==> src/sv/dlle_link_mem.sv <==
// One link memory: a single write port and a single read port with registered data.
// Standalone; used twice by the engine top level.
`default_nettype none
module dlle_link_mem #(
   parameter int DEPTH = 256,
   parameter int WIDTH = 9
) (
   input  logic                     clock,
   input  logic                     wr_en,
   input  logic [$clog2(DEPTH)-1:0] wr_addr,
   input  logic [WIDTH-1:0]         wr_data,
   input  logic                     rd_en,
   input  logic [$clog2(DEPTH)-1:0] rd_addr,
   output logic [WIDTH-1:0]         rd_data
);

   logic [WIDTH-1:0] mem [DEPTH];
   logic [WIDTH-1:0] rd_data_ff;

   always_ff @(posedge clock) begin
      if (wr_en) begin
         mem[wr_addr] <= wr_data;
      end
      if (rd_en) begin
         rd_data_ff <= mem[rd_addr];
      end
   end

   assign rd_data = rd_data_ff;

endmodule
`default_nettype wire

==> config.mk <==
export PLATFORM = sky130hd
export DESIGN_NAME = dlle_link_mem
export DESIGN_NICKNAME = d
export VERILOG_FILES = /design/src/sv/dlle_link_mem.sv
export SDC_FILE = /design/constraint.sdc
export NUM_CORES = 2
export LEC_CHECK = 0
export BUFFER_PORTS_ARGS = -buffer_cell sky130_fd_sc_hd__clkbuf_2
export CAP_MARGIN = 20
export CORE_ASPECT_RATIO = 1.75
export CORE_MARGIN = 5
export CORE_UTILIZATION = 55
export CTS_CLUSTER_DIAMETER = 120
export DETAILED_ROUTE_END_ITERATION = 12
export PLACE_DENSITY_LB_ADDON = 0.3
export SLEW_MARGIN = 20
export SYNTH_ARGS = -nofsm -noshare
export SYNTH_HDL_FRONTEND = slang
export SYNTH_SLANG_ARGS = --single-unit
==> constraint.sdc <==
create_clock -name clock -period 3.7 [get_ports clock]
set_input_delay 0.37 -clock clock [delete_from_list [all_inputs] [get_ports clock]]
set_output_delay 0.37 -clock clock [all_outputs]
set_load 0.01 [all_outputs]
After elaboration in Yosys (flattened, before gate mapping):

Memory sizes are Yosys's and may differ from the RTL's. A register that Yosys moved wholly into a read port is not among the register bits.
Index checks and enable logic that the tools add are counted.

* output and inout bits: 9
* bits of input ports: 28
* memory bits (writable): 2304
* memories kept: 1
* flip-flop bits (word level): 0

Memories
* mem: words 256, bits a word 9, rd ports 1, clocked after memory_dff 1, write ports 1, line 17 `logic [WIDTH-1:0] mem [DEPTH];`

* multiplexer cells: 2

Operators by type and width (number)
* $mux 1: 2

Longest topological paths before layout:

* word-level depth: 2
* gate-level depth with buffers: 11
* depth with buffers taken out: 6

Worst setup path after synthesis:

OpenSTA, ideal clock, no wires.

* path type: input-to-reg
* from: input rd_addr[0]
* to: register rd_data_ff[7] (netlist: rd_data[7]) (read register of mem), data pin
* required time: 3435 ps
* cell stages on the path: 9
* slack: 1368 ps
* path buffers: 4
* arrival time: 2068 ps
* cell sequence: buf_6 -> buf_12 -> buf_6 -> buf_6 -> mux4_2 -> a22oi_1 -> a21oi_1 -> nor4_1 -> nor3_1

RTL lines
* from (decl): line 13 `input logic [$clog2(DEPTH)-1:0] rd_addr,`
* to (decl): line 18 `logic [WIDTH-1:0] rd_data_ff;`

==> results.md <==
* Area grow syn2layout at 12.9%
* Worst min-delay path class: input port to flop
* WHS Path Cells at 1
* Yosys Warn Count at 0
* Pre-CTS setup slack at -634 ps
* Non-Filler Instances at 6,955
* Die ar. at 171,000 sq um
* Post-synth cell types at 56
* Worst-Skew Late Latency at 850 ps
* Slew Viols, Final at 0
* Clk_skew at 54.8 ps
* Antenna violations before repair at 11
* Initial Util at 55.3%
* Fmax at 291 MHz
* CP top delay family: compound AO/OA/AOI/OAI gates
* First-pass GRT wire length at 326 mm
* Crit Path Max Fanout at 1
* Status: finished with violations
* Worst-Margin Slew at 1250 ps
* Critical path capture point type: flop
* RSZ-0062 raised after global routing: false
* Hold-fix buffers at CTS at 0
* Clk pwr share at 39.5%
* Period minus WS final at 3440 ps
* Register area share after synthesis at 77.7%
* CP Launch Type: flop
* Num CTS Buffers at 194
* Top-count cell post-synth: edfxtp_1
* CP required at 4220 ps
* Rows at 195
* Syn_nets at 4,265
* Synth cell count leaders: edfxtp_1 (2,313), mux4_2 (467), nor2_1 (305), mux2i_1 (177), a22oi_1 (174)
* CTS sink count at 2,313
* Routed wire length at 225 mm
* Vias/cell at 6.48
* Clock slew at reported path FFs at 70 ps
* Setup TNS at 0 ps
* Post-route ant nets at 0
* Post-CTS setup buffer count at 0
* Pin count of the biggest net entering global routing at 140
* Max-slew headroom at 16.6%
* Worst Setup Path Type: flop to flop
* Combinational Power Share at 5.2%
* Clk buf depth at 4
* Top_reg_cell synth: edfxtp_1
* Via Count at 45.1k
* Mean post-synth cell area at 21.1 sq um
* Post-DP HPWL at 145 mm
* #FFs+latches synth at 2,313
* # fillers at 10.8k
* All-Layer GR Usage at 26.3%
* Initial drt markers at 5,356
* Met2 Usage GRT at 45.7%
* Final Setup Violations at 0
* Number of max-cap violations at 0
* Reg power frac at 55.3%
* # IOs at 37
* First-pass DRT Iterations at 6
* Utilization after layout at 62.5%
* Root buf cell: clkbuf_16
* Port bufs at 36
* Switching pwr at 10,900 uW
* Reg-to-reg startpoint: mem[115][4]
* H-tree Lvls at 4
* Post-synth top area share at 77.7%
* Internal Power at 41,400 uW
* CTS resizes at 0
* Hold_ws at -20.0 ps
* Post-Syn Area at 89,400 sq um
* Final hold viol count at 3
* Crit path depth at 8
* Post-synth ARST share at 0%
* Remaining Overflow, GRT at 0
* Leak at 0.0320 uW
* Crit path top cell by count: buf_4
* TritonCTS clock tree: yes
* Peak VDD IR at 0.000624 V
* Pwr per Cell Area at 518 nW/um^2
* Post-route setup slack at 261 ps
* Hold_sp: wr_data[1]
* Dominant cells by area after synthesis: edfxtp_1 (78%), mux4_2 (12%), mux2i_1 (2.0%)
* Die X at 315 um
* Final Net Count at 4,667
* Die H at 543 um
* CP max stage cell: nor3b_1
* GRT Max-Usage Layer: met2
* Cells after Synth at 4,237
* Core area at 162,000 sq um
* Tcrit/Tclk final at 92.9%
* Sw frac at 20.8%
* WL/cell at 32.3 um
* Number of global-route vias before repair at 46.4k
* Number of flops mapped to enable cells by yosys at 2,313
* Routing usage on met3 at 4.03%
* DRC errors left at 0
* Crit-path max cell delay at 720 ps
* Failing checks: negative hold slack
* Share of cells above drive strength 1 at 26.0%
* Gpl congestion at 0.906
* Worst-path cell chain: mux4_2 > a22o_1 > a221oi_1 > buf_4 > o32a_1 > nor3b_1 > buf_4 > nor4_1
* Crit path launch: mem[115][4]
* Worst path arrival time at 3960 ps
* Synth area leader: edfxtp_1
* Inst Count DP at 6,610
* Met1 Use GR at 31.8%
* CP bufs+invs at 2
* R2R cell count at 8
-- registers in the layout (all words and copies together) (netlist names) --
register	count
mem	2304
rd_data	9
-- metrics by stage --
step / area [sq um] / total power [uW]
detailed placement: 94600 / 32200
CTS: 101000 / 52500
floorplan: 89400 / 30800
finish: 101000 / 52300
global placement: 94600 / 32200
global route: 101000 / 53700
-- metal layers --
metal	share of wire [%]	up-vias
met3	7.6	621
met5	0.016	-
met4	7.1	8
met1	33	23500
li1	-	18500
met2	52	2379
-- final timing paths --
kind | slack, ps | to
worst max-delay path | 260 | rd_data[4]
worst min-delay path | -20 | mem[19][1]
worst max register to register | 260 | rd_data[4]
worst min register to register | 1050 | rd_data[7]
-- area by class of cell --
class / count / area (sq um) / share of cell area [%]
inverter: 2 / 7.51 / 0.00744
multi-input combinational: 1663 / 18400 / 18.2
clock buffer: 226 / 5040 / 4.99
tap: 2167 / 2710 / 2.69
timing repair buffer: 465 / 4030 / 3.99
clock inverter: 114 / 1250 / 1.24
sequential: 2313 / 69500 / 68.8
antenna: 5 / 12.5 / 0.0124
-- power by group through the flow --
stage / clock [uW] / sequential, uW / combinational, uW
6_report: 20600 / 28900 / 2740
5_1_grt: 21900 / 28900 / 2840
4_1_cts: 20800 / 28900 / 2730
3_5_place_dp: 0 / 29500 / 2720
3_3_place_gp: 0 / 29500 / 2680
2_1_floorplan: 0 / 29500 / 1370
-- logic make-up after synthesis --
| group | Yosys count | synth area share (%) |
|---|---|---|
| flip-flops | 2313 | 77.7 |
| multiplexers | 674 | 14.3 |
| AND/OR/NAND/NOR | 500 | 2.50 |
| AO/OA/AOI/OAI | 489 | 3.75 |
| buffers and inverters | 261 | 1.75 |
-- cell usage in the layout (no fill, tap or decap), types with 5 or more instances in the layout --
| cell | n |
|---|---|
| o21ai_0 | 31 |
| nand2b_1 | 9 |
| buf_4 | 387 |
| a31oi_1 | 10 |
| a211oi_1 | 26 |
| nor4_1 | 24 |
| o22ai_1 | 65 |
| nand2_1 | 40 |
| mux4_1 | 9 |
| o31a_1 | 8 |
| mux2_2 | 21 |
| nor3_1 | 21 |
| clkbuf_1 | 29 |
| nor2b_1 | 24 |
| clkbuf_8 | 5 |
| a22o_1 | 8 |
| nor2_1 | 303 |
| a21oi_1 | 98 |
| buf_12 | 42 |
| a221oi_1 | 11 |
| clkinv_4 | 5 |
| mux2i_1 | 177 |
| inv_6 | 5 |
| clkbuf_16 | 197 |
| buf_8 | 6 |
| clkinv_2 | 33 |
| clkinv_1 | 39 |
| clkbuf_2 | 24 |
| nand3_1 | 31 |
| a22oi_1 | 174 |
| o221ai_1 | 35 |
| diode_2 | 5 |
| bufinv_16 | 26 |
| edfxtp_1 | 2313 |
| nand4_1 | 11 |
| mux4_2 | 467 |
| o21ai_1 | 5 |
(Power assumes the default switching activity.)
